## config.mk

```make
export PLATFORM = sky130hd
export DESIGN_NAME = button_press_classifier_flat
export DESIGN_NICKNAME = d
export VERILOG_FILES = /design/src/hw/rtl/bpc_pkg.sv /design/src/hw/rtl/bpc_ifs.sv /design/src/hw/rtl/bpc_button.sv /design/src/hw/rtl/button_press_classifier.sv /design/src/flat_wrapper.sv
export SDC_FILE = /design/constraint.sdc
export NUM_CORES = 1
export LEC_CHECK = 0
export BUFFER_PORTS_ARGS = -buffer_cell sky130_fd_sc_hd__buf_2
export CORE_UTILIZATION = 35
export CTS_BUF_LIST = sky130_fd_sc_hd__clkbuf_2
export DETAILED_ROUTE_END_ITERATION = 16
export SLEW_MARGIN = 20
export SYNTH_ARGS = -nofsm -noshare
export SYNTH_HDL_FRONTEND = slang
export SYNTH_SLANG_ARGS = --single-unit
```

## constraint.sdc

```tcl
create_clock -name i_clk -period 4.9 [get_ports i_clk]
set_input_delay 0.245 -clock i_clk [delete_from_list [all_inputs] [get_ports i_clk]]
set_output_delay 0.245 -clock i_clk [all_outputs]
set_load 0.03 [all_outputs]
```

## src/hw/rtl/bpc_pkg.sv

```systemverilog
// bpc_pkg: shared types and constants of the button press classifier
// no dependencies; compiled first

package bpc_pkg;

    localparam int unsigned NUM_BUTTONS    = 4;
    localparam int unsigned TIME_WIDTH_DEF = 32;
    localparam int unsigned CFG_W          = 16;
    localparam int unsigned CFG_IDX_W      = 8;
    localparam int unsigned BTN_IDX_W      = $clog2(NUM_BUTTONS);

    // button indexes, also the bit order of the acknowledge mask
    localparam logic [BTN_IDX_W-1:0] BTN_UP    = 2'd0;
    localparam logic [BTN_IDX_W-1:0] BTN_DOWN  = 2'd1;
    localparam logic [BTN_IDX_W-1:0] BTN_POWER = 2'd2;
    localparam logic [BTN_IDX_W-1:0] BTN_MENU  = 2'd3;

    // configuration register indexes
    localparam logic [CFG_IDX_W-1:0] CFG_LONG_PRESS = 8'd0;
    localparam logic [CFG_IDX_W-1:0] CFG_DEBOUNCE   = 8'd1;
    localparam logic [CFG_IDX_W-1:0] CFG_BACKOFF    = 8'd2;
    localparam logic [CFG_IDX_W-1:0] CFG_UP_THRESH  = 8'd3;

    // register reset values
    localparam logic [CFG_W-1:0] RST_LONG_PRESS = 16'd1000;
    localparam logic [CFG_W-1:0] RST_DEBOUNCE   = 16'd50;
    localparam logic [CFG_W-1:0] RST_BACKOFF    = 16'd0;
    localparam logic [CFG_W-1:0] RST_UP_THRESH  = 16'd1000;

    typedef enum logic [1:0] {
        CLS_RELEASED = 2'd0,
        CLS_DOWN     = 2'd1,
        CLS_PRESSED  = 2'd2,
        CLS_LONG     = 2'd3
    } t_class;

    // per-tick control from the top level to one button
    typedef struct packed {
        logic step;   // tick accepted and outside the backoff window
        logic ack;    // tick accepted with this button's acknowledge bit
        logic held;   // button level for this tick
    } t_btn_ctrl;

    typedef struct packed {
        logic [CFG_W-1:0] long_ticks;
        logic [CFG_W-1:0] debounce_ticks;
    } t_btn_cfg;

endpackage

```

## src/hw/rtl/bpc_ifs.sv

```systemverilog
// bpc_ifs: valid/ready channel interfaces of the button press classifier
// depends on bpc_pkg

interface bpc_in_if;
    import bpc_pkg::*;
    logic              valid;
    logic              ready;
    logic              power_pin;
    logic              down_pin;
    logic              menu_pin;
    logic [CFG_W-1:0]  up_sample;
    logic [NUM_BUTTONS-1:0] ack_mask;
    logic              backoff_begin;

    modport source (output valid, power_pin, down_pin, menu_pin, up_sample, ack_mask,
                    backoff_begin, input ready);
    modport sink   (input valid, power_pin, down_pin, menu_pin, up_sample, ack_mask,
                    backoff_begin, output ready);
endinterface

interface bpc_out_if;
    logic       valid;
    logic       ready;
    logic [1:0] up_state;
    logic [1:0] down_state;
    logic [1:0] power_state;
    logic [1:0] menu_state;

    modport source (output valid, up_state, down_state, power_state, menu_state,
                    input ready);
    modport sink   (input valid, up_state, down_state, power_state, menu_state,
                    output ready);
endinterface

interface bpc_cfg_if;
    import bpc_pkg::*;
    logic                 valid;
    logic                 ready;
    logic [CFG_IDX_W-1:0] index;
    logic [CFG_W-1:0]     data;

    modport source (output valid, index, data, input ready);
    modport sink   (input valid, index, data, output ready);
endinterface

```

## src/hw/rtl/bpc_button.sv

```systemverilog
// bpc_button: state machine of one button (released, down, pressed, long pressed)
// depends on bpc_pkg

module bpc_button #(
    parameter int unsigned TIME_WIDTH = bpc_pkg::TIME_WIDTH_DEF
) (
    input  logic                  i_clk,
    input  logic                  i_rst_n,
    input  bpc_pkg::t_btn_ctrl    i_ctrl,
    input  bpc_pkg::t_btn_cfg     i_cfg,
    input  logic [TIME_WIDTH-1:0] i_now,
    output bpc_pkg::t_class       o_class
);
    import bpc_pkg::*;

    t_class                r_class, n_class, w_acked;
    logic [TIME_WIDTH-1:0] r_start, n_start;
    logic [TIME_WIDTH-1:0] w_elapsed;
    logic                  w_long, w_debounced;

    // wrap-safe hold time
    assign w_elapsed   = i_now - r_start;
    assign w_long      = w_elapsed > TIME_WIDTH'(i_cfg.long_ticks);
    assign w_debounced = w_elapsed > TIME_WIDTH'(i_cfg.debounce_ticks);

    // acknowledge comes first, also inside the backoff window
    assign w_acked = (i_ctrl.ack && r_class == CLS_PRESSED) ? CLS_RELEASED : r_class;

    always_comb begin
        n_class = w_acked;
        n_start = r_start;
        if (i_ctrl.step) begin
            if (i_ctrl.held) begin
                if (w_acked == CLS_RELEASED) begin
                    n_class = CLS_DOWN;
                    n_start = i_now;
                end else if (w_acked == CLS_DOWN && w_long) begin
                    n_class = CLS_LONG;
                end
            end else begin
                if (w_acked == CLS_DOWN && w_debounced) begin
                    n_class = CLS_PRESSED;
                    n_start = '0;
                end else if (w_acked != CLS_PRESSED) begin
                    n_class = CLS_RELEASED;
                    n_start = '0;
                end
            end
        end
    end

    always_ff @(posedge i_clk) begin
        if (!i_rst_n) begin
            r_class <= CLS_RELEASED;
            r_start <= '0;
        end else begin
            r_class <= n_class;
            r_start <= n_start;
        end
    end

    assign o_class = r_class;

endmodule

```

## src/hw/rtl/button_press_classifier.sv

```systemverilog
// button_press_classifier: top level, four button classifiers with backoff window
// depends on bpc_pkg, bpc_ifs (bpc_in_if, bpc_out_if, bpc_cfg_if) and bpc_button
//
//  port    dir   carries per transfer
//  ------  ----  -------------------------------------------------------------
//  i_in    in    one tick: three pin levels, up ADC sample, ack mask, backoff start
//  o_out   out   class of up, down, power and menu after that tick
//  i_cfg   in    register index and 16-bit write data, always ready
//
//  each tick is classified in the cycle it is accepted; its result is valid the next cycle
//  a tick is accepted every cycle while the result register is empty or being taken
//  the button state registers also form the result register
//  reset (synchronous, active low) releases all buttons, zeroes the tick counter and
//  backoff origin, loads the register defaults and empties the result register
//  a stalled result holds the input off; nothing is dropped

module button_press_classifier #(
    parameter int unsigned TIME_WIDTH = bpc_pkg::TIME_WIDTH_DEF
) (
    input  logic      i_clk,
    input  logic      i_rst_n,
    bpc_in_if.sink    i_in,
    bpc_out_if.source o_out,
    bpc_cfg_if.sink   i_cfg
);
    import bpc_pkg::*;

    // configuration registers
    logic [CFG_W-1:0] r_long_ticks;
    logic [CFG_W-1:0] r_debounce_ticks;
    logic [CFG_W-1:0] r_backoff_ticks;
    logic [CFG_W-1:0] r_up_thresh;

    // time base and backoff window
    logic [TIME_WIDTH-1:0] r_tick, r_origin, n_origin;
    logic [TIME_WIDTH-1:0] w_since_origin;
    logic                  w_skip;

    // handshake
    logic r_out_valid;
    logic w_in_xfer;

    logic [NUM_BUTTONS-1:0] w_held;
    t_btn_ctrl              w_ctrl  [NUM_BUTTONS];
    t_class                 w_class [NUM_BUTTONS];
    t_btn_cfg               w_btn_cfg;

    // register writes, always accepted
    assign i_cfg.ready = 1'b1;

    always_ff @(posedge i_clk) begin
        if (!i_rst_n) begin
            r_long_ticks     <= RST_LONG_PRESS;
            r_debounce_ticks <= RST_DEBOUNCE;
            r_backoff_ticks  <= RST_BACKOFF;
            r_up_thresh      <= RST_UP_THRESH;
        end else if (i_cfg.valid) begin
            case (i_cfg.index)
                CFG_LONG_PRESS: r_long_ticks     <= i_cfg.data;
                CFG_DEBOUNCE:   r_debounce_ticks <= i_cfg.data;
                CFG_BACKOFF:    r_backoff_ticks  <= i_cfg.data;
                CFG_UP_THRESH:  r_up_thresh      <= i_cfg.data;
                default: ;  // unknown index, write dropped
            endcase
        end
    end

    // take a new tick whenever the result slot is free or drains this cycle
    assign i_in.ready = !r_out_valid || o_out.ready;
    assign w_in_xfer  = i_in.valid && i_in.ready;

    // a backoff start on this tick moves the origin to now, so this tick is
    // skipped unless the window length is zero
    assign n_origin       = i_in.backoff_begin ? r_tick : r_origin;
    assign w_since_origin = r_tick - n_origin;
    assign w_skip         = w_since_origin < TIME_WIDTH'(r_backoff_ticks);

    always_ff @(posedge i_clk) begin
        if (!i_rst_n) begin
            r_tick      <= '0;
            r_origin    <= '0;
            r_out_valid <= 1'b0;
        end else begin
            if (w_in_xfer) begin
                r_tick   <= r_tick + TIME_WIDTH'(1);
                r_origin <= n_origin;
            end
            if (w_in_xfer) begin
                r_out_valid <= 1'b1;
            end else if (o_out.ready) begin
                r_out_valid <= 1'b0;
            end
        end
    end

    // button levels: up from its ADC sample, the rest active low
    assign w_held[BTN_UP]    = i_in.up_sample <= r_up_thresh;
    assign w_held[BTN_DOWN]  = !i_in.down_pin;
    assign w_held[BTN_POWER] = !i_in.power_pin;
    assign w_held[BTN_MENU]  = !i_in.menu_pin;

    assign w_btn_cfg.long_ticks     = r_long_ticks;
    assign w_btn_cfg.debounce_ticks = r_debounce_ticks;

    for (genvar g = 0; g < NUM_BUTTONS; g++) begin : g_btn
        assign w_ctrl[g].step = w_in_xfer && !w_skip;
        assign w_ctrl[g].ack  = w_in_xfer && i_in.ack_mask[g];
        assign w_ctrl[g].held = w_held[g];

        bpc_button #(
            .TIME_WIDTH (TIME_WIDTH)
        ) u_button (
            .i_clk   (i_clk),
            .i_rst_n (i_rst_n),
            .i_ctrl  (w_ctrl[g]),
            .i_cfg   (w_btn_cfg),
            .i_now   (r_tick),
            .o_class (w_class[g])
        );
    end

    // the button state registers only change on an accepted tick, so they
    // double as the result register
    assign o_out.valid       = r_out_valid;
    assign o_out.up_state    = w_class[BTN_UP];
    assign o_out.down_state  = w_class[BTN_DOWN];
    assign o_out.power_state = w_class[BTN_POWER];
    assign o_out.menu_state  = w_class[BTN_MENU];

    // every accepted tick leaves a result behind
    a_result_follows: assert property (@(posedge i_clk) disable iff (!i_rst_n)
        w_in_xfer |=> r_out_valid)
        else $error("accepted tick left no result");

    // a pending result that is not taken blocks the next tick
    a_no_overwrite: assert property (@(posedge i_clk) disable iff (!i_rst_n)
        (r_out_valid && !o_out.ready) |-> !i_in.ready)
        else $error("tick accepted over a pending result");

    // tick counter moves exactly once per accepted tick
    a_tick_step: assert property (@(posedge i_clk) disable iff (!i_rst_n)
        w_in_xfer |=> r_tick == $past(r_tick) + TIME_WIDTH'(1))
        else $error("tick counter out of step");

    // a skipped tick without acknowledge leaves every button as it was
    a_skip_frozen: assert property (@(posedge i_clk) disable iff (!i_rst_n)
        (w_in_xfer && w_skip && i_in.ack_mask == '0) |=>
            ($stable(w_class[BTN_UP]) && $stable(w_class[BTN_DOWN]) &&
             $stable(w_class[BTN_POWER]) && $stable(w_class[BTN_MENU])))
        else $error("button changed inside backoff window");

endmodule
```

## src/flat_wrapper.sv

```systemverilog
// flat-port wrapper written by rule: the top's interface ports become plain ports
module button_press_classifier_flat import bpc_pkg::*;
#(
    parameter int unsigned TIME_WIDTH = bpc_pkg::TIME_WIDTH_DEF
)
  (i_clk, i_rst_n, i_in_valid, i_in_power_pin, i_in_down_pin, i_in_menu_pin, i_in_up_sample, i_in_ack_mask, i_in_backoff_begin, i_in_ready, o_out_valid, o_out_up_state, o_out_down_state, o_out_power_state, o_out_menu_state, o_out_ready, i_cfg_valid, i_cfg_index, i_cfg_data, i_cfg_ready);
  bpc_in_if i_in_i ();
  bpc_out_if o_out_i ();
  bpc_cfg_if i_cfg_i ();
  input  logic i_clk;
  input  logic i_rst_n;
  input wire logic [$bits(i_in_i.valid)-1:0] i_in_valid;
  input wire logic [$bits(i_in_i.power_pin)-1:0] i_in_power_pin;
  input wire logic [$bits(i_in_i.down_pin)-1:0] i_in_down_pin;
  input wire logic [$bits(i_in_i.menu_pin)-1:0] i_in_menu_pin;
  input wire logic [$bits(i_in_i.up_sample)-1:0] i_in_up_sample;
  input wire logic [$bits(i_in_i.ack_mask)-1:0] i_in_ack_mask;
  input wire logic [$bits(i_in_i.backoff_begin)-1:0] i_in_backoff_begin;
  output wire logic [$bits(i_in_i.ready)-1:0] i_in_ready;
  output wire logic [$bits(o_out_i.valid)-1:0] o_out_valid;
  output wire logic [$bits(o_out_i.up_state)-1:0] o_out_up_state;
  output wire logic [$bits(o_out_i.down_state)-1:0] o_out_down_state;
  output wire logic [$bits(o_out_i.power_state)-1:0] o_out_power_state;
  output wire logic [$bits(o_out_i.menu_state)-1:0] o_out_menu_state;
  input wire logic [$bits(o_out_i.ready)-1:0] o_out_ready;
  input wire logic [$bits(i_cfg_i.valid)-1:0] i_cfg_valid;
  input wire logic [$bits(i_cfg_i.index)-1:0] i_cfg_index;
  input wire logic [$bits(i_cfg_i.data)-1:0] i_cfg_data;
  output wire logic [$bits(i_cfg_i.ready)-1:0] i_cfg_ready;
  assign i_in_i.valid = i_in_valid;
  assign i_in_i.power_pin = i_in_power_pin;
  assign i_in_i.down_pin = i_in_down_pin;
  assign i_in_i.menu_pin = i_in_menu_pin;
  assign i_in_i.up_sample = i_in_up_sample;
  assign i_in_i.ack_mask = i_in_ack_mask;
  assign i_in_i.backoff_begin = i_in_backoff_begin;
  assign i_in_ready = i_in_i.ready;
  assign o_out_valid = o_out_i.valid;
  assign o_out_up_state = o_out_i.up_state;
  assign o_out_down_state = o_out_i.down_state;
  assign o_out_power_state = o_out_i.power_state;
  assign o_out_menu_state = o_out_i.menu_state;
  assign o_out_i.ready = o_out_ready;
  assign i_cfg_i.valid = i_cfg_valid;
  assign i_cfg_i.index = i_cfg_index;
  assign i_cfg_i.data = i_cfg_data;
  assign i_cfg_ready = i_cfg_i.ready;
  button_press_classifier #(.TIME_WIDTH(TIME_WIDTH)) u_core (.i_clk(i_clk), .i_rst_n(i_rst_n), .i_in(i_in_i), .o_out(o_out_i), .i_cfg(i_cfg_i));
endmodule
```

After elaboration in Yosys (flattened, before gate mapping)
Cells that the tools add are included.
{"block": "totals", "reg_bits": 265, "wordCells": 136}
{"block": "classes", "add_sub_neg": 6, "order_cmp": 10, "n_eq_ne": 19, "mux": 47, "reduce_logical": 39}
{"cell": "$mux 32", "n": 17}
{"cell": "$gt 32x16->1", "n": 8}
{"cell": "$sub 32x32->32", "n": 5}
{"cell": "$mux 2", "n": 28}
{"cell": "$add 32x1->32 const B", "n": 1}
{"cell": "$lt 32x16->1", "n": 1}
{"cell": "$logic_and 1x1->1", "n": 18}
{"cell": "$eq 8x2->1 const B", "n": 2}
{"cell": "$le 16x16->1", "n": 1}
{"cell": "$reduce_and 3->1", "n": 4}
{"cell": "$ne 3x1->1 const B", "n": 3}
{"cell": "$eq 2x1->1 const B", "n": 4}
{"cell": "$eq 2x2->1 const B", "n": 4}
{"cell": "$eq 8x1->1 const B", "n": 1}
{"cell": "$logic_not 2->1", "n": 4}
{"cell": "$logic_not 8->1", "n": 1}
{"cell": "$ne 2x2->1 const B", "n": 4}
{"cell": "$reduce_and 2->1", "n": 4}
{"cell": "$reduce_bool 2->1", "n": 4}
{"cell": "$reduce_bool 3->1", "n": 1}
{"cell": "$logic_not 1->1", "n": 2}
{"cell": "$mux 1", "n": 2}
{"cell": "$ne 2x1->1 const B", "n": 1}
{"cell": "$logic_or 1x1->1", "n": 1}

Logic depth before layout (Yosys ltp)
Gate-level depths: netlist of the first run.
{"block": "depth", "ltp_word": 12, "ltp_mapped": 26}

Modules after synthesis
From an unflattened synthesis of the first run, not the netlist that was laid out.
{"block": "unflattened", "cells_unflattened": 3080, "area_unflattened_um2": 24290.8}
{"mod": "button_press_classifier", "instances": 1, "cells_per_inst": 912, "area_each_um2": 8025.2, "seq_area_each_um2": 2582.5}
{"mod": "bpc_button at u_core.g_btn[1].u_button", "instances": 1, "cells_per_inst": 571, "area_each_um2": 4246.6, "seq_area_each_um2": 680.7}
{"mod": "bpc_button at u_core.g_btn[3].u_button", "instances": 1, "cells_per_inst": 560, "area_each_um2": 4195.3, "seq_area_each_um2": 680.7}
{"mod": "bpc_button at u_core.g_btn[0].u_button", "instances": 1, "cells_per_inst": 523, "area_each_um2": 3925.0, "seq_area_each_um2": 680.7}
{"mod": "bpc_button at u_core.g_btn[2].u_button", "instances": 1, "cells_per_inst": 514, "area_each_um2": 3898.7, "seq_area_each_um2": 680.7}

Worst setup path after synthesis of the first run
Ideal clock, no wire load.
{"block": "synth_path", "path_type": "input to register", "start": "input i_in_backoff_begin", "end": "register u_core.g_btn[2].u_button.r_start[10]", "setup_ps": 117, "t_arrival_ps": 5149, "t_required_ps": 4783, "setup_slack_ps": -365, "stages": 26, "path_cell_list": "clkbuf_1 > clkbuf_1 > mux2i_1 > ha_1 > nor2b_1 > o31a_1 > nor2_1 > nor3_1 > o21ai_0 > nand2b_1 > a21oi_1 > xnor2_1 > ha_1 > a221oi_1 > o21ai_0 > o221ai_1 > a21oi_1 > nor4_1 > nand4_1 > or4_1 > and2_1 > buf_6 > and3_4 > buf_6 > buf_6 > a22o_1"}
{"block": "synth_via", "elab_chain_cells": 6}
{"item": "from (decl)", "line": "flat_wrapper.sv:18", "source": "input wire logic [$bits(i_in_i.backoff_begin)-1:0] i_in_backoff_begin;"}
{"item": "$mux 32", "line": "button_press_classifier.sv:74", "source": "assign n_origin = i_in.backoff_begin ? r_tick : r_origin;"}
{"item": "$sub 32x32->32", "line": "button_press_classifier.sv:75", "source": "assign w_since_origin = r_tick - n_origin;"}
{"item": "$lt 32x16->1", "line": "button_press_classifier.sv:76", "source": "assign w_skip = w_since_origin < TIME_WIDTH'(r_backoff_ticks);"}
{"item": "$logic_not 1->1", "line": "button_press_classifier.sv:106", "source": "assign w_ctrl[g].step = w_in_xfer && !w_skip;"}
{"item": "$logic_and 1x1->1", "line": "button_press_classifier.sv:106"}
{"item": "$reduce_and 3->1 (no source line)"}
{"item": "to (signal assigned)", "line": "bpc_button.sv:58", "source": "r_start <= n_start;"}
{"item": "to (decl)", "line": "bpc_button.sv:17", "source": "logic [TIME_WIDTH-1:0] r_start, n_start;"}
Every way passes these cells.
A chain may end at the register's enable or synchronous reset.

Worst setup path after layout of the first run
{"block": "layout_path", "start": "register u_core.g_btn[0].u_button.r_start[1]", "end": "register u_core.g_btn[0].u_button.r_class[1]"}
{"block": "layout_via", "elab_chain_cells": 7, "elab_cells_between_ends": 10}
{"item": "from (decl)", "line": "bpc_button.sv:17"}
{"item": "from (signal assigned)", "line": "bpc_button.sv:58"}
{"item": "$sub 32x32->32 (*)", "line": "bpc_button.sv:22", "source": "assign w_elapsed = i_now - r_start;"}
{"item": "$gt 32x16->1", "line": "bpc_button.sv:23", "source": "assign w_long = w_elapsed > TIME_WIDTH'(i_cfg.long_ticks);"}
{"item": "$logic_and 1x1->1", "line": "bpc_button.sv:37", "source": "end else if (w_acked == CLS_DOWN && w_long) begin"}
{"item": "$mux 2", "line": "bpc_button.sv:37"}
{"item": "$mux 2", "line": "bpc_button.sv:34", "source": "if (w_acked == CLS_RELEASED) begin"}
{"item": "$mux 2 (*)", "line": "bpc_button.sv:33", "source": "if (i_ctrl.held) begin"}
{"item": "$mux 2 (*)", "line": "bpc_button.sv:32", "source": "if (i_ctrl.step) begin"}
{"item": "to (signal assigned)", "line": "bpc_button.sv:57", "source": "r_class <= n_class;"}
{"item": "to (decl)", "line": "bpc_button.sv:16", "source": "t_class r_class, n_class, w_acked;"}
Mark *: on every way between the ends. The rest lies on a longest branch, timed or not.

==> metrics.csv, run 1 <==
stage;metric;value;unit
run_status;run_status;complete, but fails checks;
run_status;failed_checks;setup timing;
timing;min_period;4.98;ns
logic_synthesis;yosys.area_share.xor_xnor;4.63;%
worst_setup_path;endpoint_kind;flop;
floorplanning;chipWidth;258;microns
finish;post-route-cell-area;27900;sq um
timing;maxSlewHeadroom;25.9;%
timing;worst_pin_slew;1.11;ns
logic_synthesis;yosys-top-cells-count;315 x ha_1, 265 x dfxtp_1, 255 x a21oi_1;
logic_synthesis;syn_area;22900;sq um
logic_synthesis;synth.most_common_cell;ha_1;
logic_synthesis;synth_cell_types;87;
floorplanning;design.core.area;64600;sq um
grt;grt_use_total;21.6;%
timing;setup_viol_count_final;1;
logic_synthesis;yosys_warnings;0;
floorplanning;io-pin-count;64;
finish;multi_input_comb_area;16600;sq um
worst_setup_path;r2r_cells;22;
finish;synthToLayoutAreaGrowth;21.7;%
placed_design;numPortBuffers;62;
finish;layout.area.seq;5320;sq um
worst_setup_path;setup.worst_path.start_class;flop;
worst_setup_path;critical_path_arrival;5.85;ns
clocking;clock_insertion_delay_worst_skew;1.09;ns
timing;timing.setup.tns;-0.0785;ns
logic_synthesis;yosysSeqAreaShare;23.2;%
clocking;cts_buffers;77;
floorplanning;die_area;66500;sq um
timing;hold_violations;0;
timing;final-max-slew-violation-count;0;
finish;layout.cells.non_filler;4160;
pwr;peakVddDrop;0.150;mV
detailed_routing;ant_nets;0;
worst_hold_path;timing.hold.worst.class;input port to flop;
detailed_routing;remaining_drc_errors;0;
detailed_routing;vias;22800;
worst_setup_path;reg2reg_to;u_core.g_btn[0].u_button.o_class[1];
clocking;tritoncts;done;
clocking;worst_setup_hold_path_clk_slew;0.12;ns
grt;via_count_of_the_first_global_routing_pass;21500;
detailed_routing;route.detailed.vias_per_inst;5.49;
logic_synthesis;synth.ff_latch_count;265;
logic_synthesis;synthSimpleGateAreaFrac;17.8;%
logic_synthesis;post_synthesis_compound_gate_area_fraction;26.7;%
pwr;power_per_unit_of_standard_cell_area;196;nW/um^2
logic_synthesis;post_synthesis_mux_area_share;3.33;%
pwr;p_leak;12.7;nW
logic_synthesis;synth_area_leader_cell;dfxtp_1;
floorplanning;start_util;35.5;%
logic_synthesis;syn_avg_cell_area;7.86;sq um
detailed_routing;routed_wl;74100;microns
worst_setup_path;critPathKind;flop to flop;
logic_synthesis;synth_top_family_by_area;compound AO/OA/AOI/OAI gates;
worst_setup_path;worst_reg_to_reg_setup_slack;-0.08;ns
grt;grt_overflow;0;
clocking;clock_tree.htree_level_count;3;
logic_synthesis;synthesis.instances;2916;
logic_synthesis;postSynth.asyncResetShare;0;%
timing;maxClockFrequency;201;MHz
placed_design;postPlaceCellArea;25500;sq um
worst_setup_path;worst_path_max_fanout;3;
logic_synthesis;number_of_synthesized_flops_with_an_enable_pin;0;
finish;post_route_cells_drive_above_1_share;17.1;%
floorplanning;row_count;93;
placed_design;detailed_place_hpwl;54700;microns
placed_design;routability_driven_placement_congestion_ratio;0.930;
job;timing.max_cap.violations;0;
timing;final.setup.worst_slack;-0.0785;ns
clocking;cts.path.max_buffers;3;
logic_synthesis;ys_dominant_reg_cell;dfxtp_1;
worst_setup_path;worst_r2r_startpoint;u_core.g_btn[0].u_button.r_start[1];
grt;largest_net_degree_at_the_start_of_global_routing;85;
worst_hold_path;worstHoldStart;i_in_up_sample[7];
pwr;p_total;0.00546;W
finish;num-nets-final;3623;
timing;finalCritPeriodShare;102;%
clocking;clkSinkCount;265;
logic_synthesis;ys_top_cells_by_area;dfxtp_1 23%, ha_1 17%, a21oi_1 5.6%, inv_1 3.9%, nand2_1 3.8%;
logic_synthesis;yosysTopAreaCellShare;23.2;%
finish;num-fill-cells;6564;
detailed_routing;detail_route.iter0.violations;1932;
worst_hold_path;whs_endpoint;u_core.g_btn[0].u_button.o_class[0];
clocking;clock_tree_root_buffer_cell;clkbuf_2;
worst_hold_path;hold_path_cell_cnt;5;
grt;grt_antenna_before_repair;5;
worst_setup_path;timing.critical_path.required;5.77;ns
detailed_routing;wl_per_cell;17.8;microns
floorplanning;die_h;258;microns
grt;wire_length_of_the_first_global_routing_pass;116000;microns
logic_synthesis;synthesis.nets;3289;
timing;clock-skew-final;0.106;ns
detailed_routing;firstDrtPassIters;5;
placed_design;placed_cells;3915;
timing;unrepaired_setup_endpoints_after_global_routing;yes;
logic_synthesis;post_synth_fa_ha_maj_area_fraction;17.6;%
[power breakdown]
part / total (W) / internal, W / switching [W]
Sequential: 0.00220 / 0.00218 / 0.0000238
Clock: 0.00171 / 0.000641 / 0.00107
Combinational: 0.00154 / 0.000716 / 0.000826
[sequential cells by signal, indices dropped and copies added, names as in the netlist]
name                           cells
u_core.r_debounce_ticks           16
u_core.g_btn.u_button.o_class      8
u_core.g_btn.u_button.r_start    128
u_core.r_tick                     32
u_core.r_long_ticks               16
u_core.r_up_thresh                16
u_core.r_origin                   32
u_core.r_backoff_ticks            16
u_core.o_out.valid                 1
[cell type report]
type                    instances  share of cell area (%)
flip-flops and latches        265                    19.1
clock buffers                 105                    1.88
well taps                     855                    3.84
clock inverters                25                   0.534
multi-input cells            2268                    59.7
repair buffers                396                    11.6
diodes                          4                  0.0359
inverters                     242                    3.28
[logic make-up (layout without fill, tap and decap cells)]
kind of cell | after synthesis | count (layout)
and+or+nand+nor | 836 | 837
buffers and inverters | 384 | 768
adders and majority gates | 320 | 320
AOI/OAI and AO/OA | 913 | 913
xor gates and xnor gates | 121 | 121
DFF | 265 | 265
other | 1 | 5
muxes | 76 | 76
[worst max-delay path, stage by stage, from the launching register on]
cell       delay (ns)
dfxtp_1          0.35
inv_1            0.07
ha_1             0.28
nor2b_1          0.14
o31a_1           0.25
o31a_1           0.29
o31ai_2          0.27
nand2_1          0.10
a21o_1           0.19
a21o_1           0.19
a21oi_2          0.17
xnor2_2          0.14
ha_1             0.28
nand4_1          0.17
a2111oi_2        0.07
a211oi_2         0.23
a21oi_2          0.11
a2111o_1         0.37
or4_4            0.43
nor4_4           0.26
a21oi_2          0.11
o21ai_1          0.21
a211oi_2         0.09
[layer usage]
layer	global-route usage [%]	wire, microns	vias up
li1	-	-	11400
met1	30.0	35400	10700
met2	34.0	32100	623
met3	3.82	4480	140
met4	6.43	2090	2
met5	0	13	-
[worst max-delay path by stage]
stage	slack (ns)	depth (start not counted)	end	from
2_1_floorplan	0.05	26	u_core.g_btn[2].u_button.r_start[10]	i_in_backoff_begin
3_3_place_gp	-0.31	22	u_core.g_btn[0].u_button.o_class[1]	u_core.r_tick[2]
3_5_place_dp	-0.31	23	u_core.g_btn[0].u_button.o_class[1]	u_core.r_tick[0]
4_1_cts	-0.08	24	u_core.g_btn[3].u_button.r_start[27]	u_core.r_tick[1]
5_1_grt	-0.32	20	u_core.g_btn[0].u_button.o_class[1]	u_core.r_tick[1]
6_report	-0.08	22	u_core.g_btn[0].u_button.o_class[1]	u_core.g_btn[0].u_button.r_start[1]
[timing repair]
| item | CTS | global route |
|---|---|---|
| pin swaps | 25 | 79 |
| hold endpoints to repair | 242 | 0 |
| hold buffers | 87 | 0 |
| cloned | 4 | 1 |
| gates resized for setup | 45 | 107 |
| buffers inserted | 5 | 16 |
| endpoints found under the setup margin | 118 | 136 |
[cell usage in the layout, fill, tap and decap left out, types with 67 or more instances in the layout]
cell type,n
ha_1,306
dfxtp_1,257
inv_1,238
a21oi_1,238
nand2_1,228
buf_4,226
nor2_1,224
o21ai_0,136
clkbuf_2,105
nand4_1,97
a22o_1,96
dlygate4sd3_1,87
mux2i_1,68
a21o_1,67
[stage by stage]
stage / setup slack [ns] / util [%] / hold slack (ns)
2_1_floorplan: 0.0460 / - / 0.342
3_3_place_gp: -0.306 / 39.4 / 0.442
3_5_place_dp: -0.314 / 39.4 / 0.446
4_1_cts: -0.0828 / 42.3 / 0.00141
5_1_grt: -0.321 / 43.2 / 0.0442
6_report: -0.0785 / 43.2 / 0.121
Power figures use the tool's default switching activity.
==> run 2, diff against run 1 <==
--- a/config.mk
+++ b/config.mk
@@ -9,6 +9,7 @@
 export CORE_UTILIZATION = 35
 export CTS_BUF_LIST = sky130_fd_sc_hd__clkbuf_2
 export DETAILED_ROUTE_END_ITERATION = 16
+export GPL_TIMING_DRIVEN = 0
 export SLEW_MARGIN = 20
 export SYNTH_ARGS = -nofsm -noshare
 export SYNTH_HDL_FRONTEND = slang
==> metrics.csv, run 2 (synthesis gave the netlist of run 1 again) <==
stage;metric;value;unit
run_status;run_status;complete, but fails checks;
run_status;failed_checks;setup timing;
floorplanning;start_util;35.5;%
finish;synthToLayoutAreaGrowth;22.2;%
worst_hold_path;hold_path_cell_cnt;4;
detailed_routing;wl_per_cell;19.8;microns
clocking;cts.path.max_buffers;3;
detailed_routing;vias;23200;
placed_design;numPortBuffers;60;
worst_setup_path;slowest_delay;0.50;ns
detailed_routing;firstDrtPassIters;5;
timing;final.setup.worst_slack;-0.282;ns
placed_design;detailed_place_hpwl;62200;microns
timing;maxClockFrequency;193;MHz
pwr;power_per_unit_of_standard_cell_area;199;nW/um^2
worst_setup_path;crit_path_leading_delay_family;simple AND/OR/NAND/NOR gates;
worst_setup_path;cp_cell_sequence;buf_12 > mux2i_4 > ha_4 > nor2b_4 > o31a_1 > buf_4 > o21ai_4 > nand2b_4 > a21o_1 > a21oi_2 > xnor2_1 > ha_1 > o21ai_2 > o21ai_2 > nor4_2 > o2111ai_1 > nor4_2 > nand4_1 > or4_4 > and2_4 > buf_12 > and3_4 > buf_8 > a22o_1;
detailed_routing;remaining_drc_errors;0;
pwr;peakVddDrop;0.103;mV
worst_setup_path;crit_path_start;u_core.r_tick[1];
finish;mostFrequentLayoutCell;ha_1;
clocking;clock_tree_root_buffer_cell;clkbuf_2;
timing;finalCritPeriodShare;106;%
timing;unrepaired_setup_endpoints_after_global_routing;yes;
placed_design;routability_driven_placement_congestion_ratio;0.933;
grt;grt_antenna_before_repair;2;
finish;post_route_cells_drive_above_1_share;15.5;%
worst_setup_path;timing.critical_path.required;5.79;ns
floorplanning;io-pin-count;64;
clocking;worst_setup_hold_path_clk_slew;0.11;ns
worst_setup_path;critPathKind;flop to flop;
timing;final-max-slew-violation-count;0;
clocking;clock_tree.htree_level_count;3;
worst_setup_path;worst_r2r_startpoint;u_core.r_tick[1];
detailed_routing;ant_nets;0;
worst_hold_path;timing.hold.worst.class;input port to flop;
timing;min_period;5.18;ns
finish;biggestRegsByFlops;u_core.g_btn.u_button.r_start x128, u_core.r_origin x32, u_core.r_tick x32;
floorplanning;die_area;66500;sq um
timing;hold_violations;0;
pwr;p_total;0.00558;W
worst_setup_path;worst_reg_to_reg_setup_slack;-0.28;ns
worst_setup_path;endpoint_kind;flop;
timing;clock-skew-final;0.103;ns
detailed_routing;routed_wl;81900;microns
grt;grt_use_total;23.6;%
worst_hold_path;whs_endpoint;u_core.r_origin[8];
clocking;tritoncts;done;
floorplanning;chipWidth;258;microns
clocking;clock_insertion_delay_worst_skew;1.09;ns
finish;register_with_the_highest_flop_count;u_core.g_btn.u_button.r_start;
grt;wire_length_of_the_first_global_routing_pass;123000;microns
detailed_routing;route.detailed.vias_per_inst;5.61;
finish;largest_register_ffs;128;
grt;grt_overflow;0;
floorplanning;design.core.area;64600;sq um
grt;via_count_of_the_first_global_routing_pass;21800;
worst_setup_path;setup.worst_path.start_class;flop;
timing;setup_viol_count_final;105;
worst_setup_path;worst_path_max_fanout;8;
worst_setup_path;timing.critical_path.slowest_stage_cell;or4_4;
timing;maxSlewHeadroom;20.9;%
worst_setup_path;critical_path_arrival;6.07;ns
timing;worst_pin_slew;1.19;ns
worst_hold_path;worstHoldStart;i_in_backoff_begin;
worst_setup_path;r2r_cells;24;
finish;most-common-layout-cells;302 x ha_1, 251 x dfxtp_1, 239 x inv_1;
pwr;p_leak;12.4;nW
floorplanning;row_count;93;
worst_setup_path;critical_path.n_buffers_inverters;4;
finish;num-nets-final;3590;
floorplanning;die_h;258;microns
timing;whs;0.0279;ns
grt;largest_net_degree_at_the_start_of_global_routing;14;
clocking;cts_buffers;74;
clocking;clkSinkCount;265;
worst_setup_path;reg2reg_to;u_core.g_btn[2].u_button.r_start[30];
job;timing.max_cap.violations;0;
detailed_routing;detail_route.iter0.violations;1717;
==> run 2: changes by cell type in the layout (fill, tap and decap cells not counted), moves of 12 or more <==
cell / previous run / this run
o31ai_1: 37 / 25
clkbuf_1: 0 / 68
buf_1: 0 / 13
buf_4: 226 / 73
dlygate4sd3_1: 87 / 75
buf_6: 8 / 29
==> run 2: routing by layer <==
layer  wire (microns)  global-route usage (%)
met1            36800                    31.2
met2            37100                    37.8
met3             5060                    3.74
met4             2980                    10.1
met5                0                       0
==> run 2: worst max-delay path by stage <==
stage                                                 to  slack, ns  depth (start not counted)
floorplan           u_core.g_btn[2].u_button.r_start[10]       0.05                         26
global placement     u_core.g_btn[3].u_button.o_class[1]      -1.42                         22
detailed placement   u_core.g_btn[3].u_button.o_class[1]      -1.42                         22
CTS                 u_core.g_btn[1].u_button.r_start[20]      -0.38                         25
global route         u_core.g_btn[0].u_button.o_class[1]      -0.48                         22
finish              u_core.g_btn[2].u_button.r_start[30]      -0.28                         24
==> run 2: worst reg2reg max path, cell delays in order (launching register included) <==
cell and delay (ns):
dfxtp_4 0.38, buf_12 0.14, mux2i_4 0.17, ha_4 0.22
nor2b_4 0.12, o31a_1 0.30, buf_4 0.17, o21ai_4 0.17
nand2b_4 0.08, a21o_1 0.16, a21oi_2 0.13, xnor2_1 0.15
ha_1 0.29, o21ai_2 0.08, o21ai_2 0.09, nor4_2 0.20
o2111ai_1 0.18, nor4_2 0.31, nand4_1 0.16, or4_4 0.50
and2_4 0.23, buf_12 0.14, and3_4 0.24, buf_8 0.16
a22o_1 0.22
==> run 2: cell type report <==
cell class                      instances  area, sq um
Antenna cell                            6         15.0
Clock buffer                           97          485
Timing Repair Buffer                  230         2050
Sequential cell                       265         5350
Fill cell                            6509        36600
Tap cell                              855         1070
Inverter                              242          916
Buffer                                136          872
Clock inverter                         32          206
Multi-Input combinational cell       2268        17000
==> run 2: through the flow <==
stage               setup slack [ns]  instances  cell area (sq um)  TNS [ns]  utilization, %
floorplan                     0.0460       2916              22900         0               -
global placement               -1.42       3831              24300   -169.33            37.6
detailed placement             -1.42       3831              24300   -169.62            37.6
CTS                           -0.383       4087              27000    -40.31            41.8
global route                  -0.482       4131              28000    -40.25            43.3
finish                        -0.282       4131              28000    -21.90            43.3
==> run 2: what timing repair did <==
action,CTS,global route
endpoints found under the setup margin,136,136
hold buffers,75,0
buffers inserted,44,37
endpoints found under the hold margin,117,0
pin swaps,78,143
gates resized for setup,214,161
gates cloned,12,3
==> run 2: power breakdown <==
| part | switching [W] | internal, W | total, W |
|---|---|---|---|
| Combinational | 0.000919 | 0.000742 | 0.00166 |
| Sequential | 0.0000257 | 0.00217 | 0.00220 |
| Clock | 0.00106 | 0.000662 | 0.00172 |
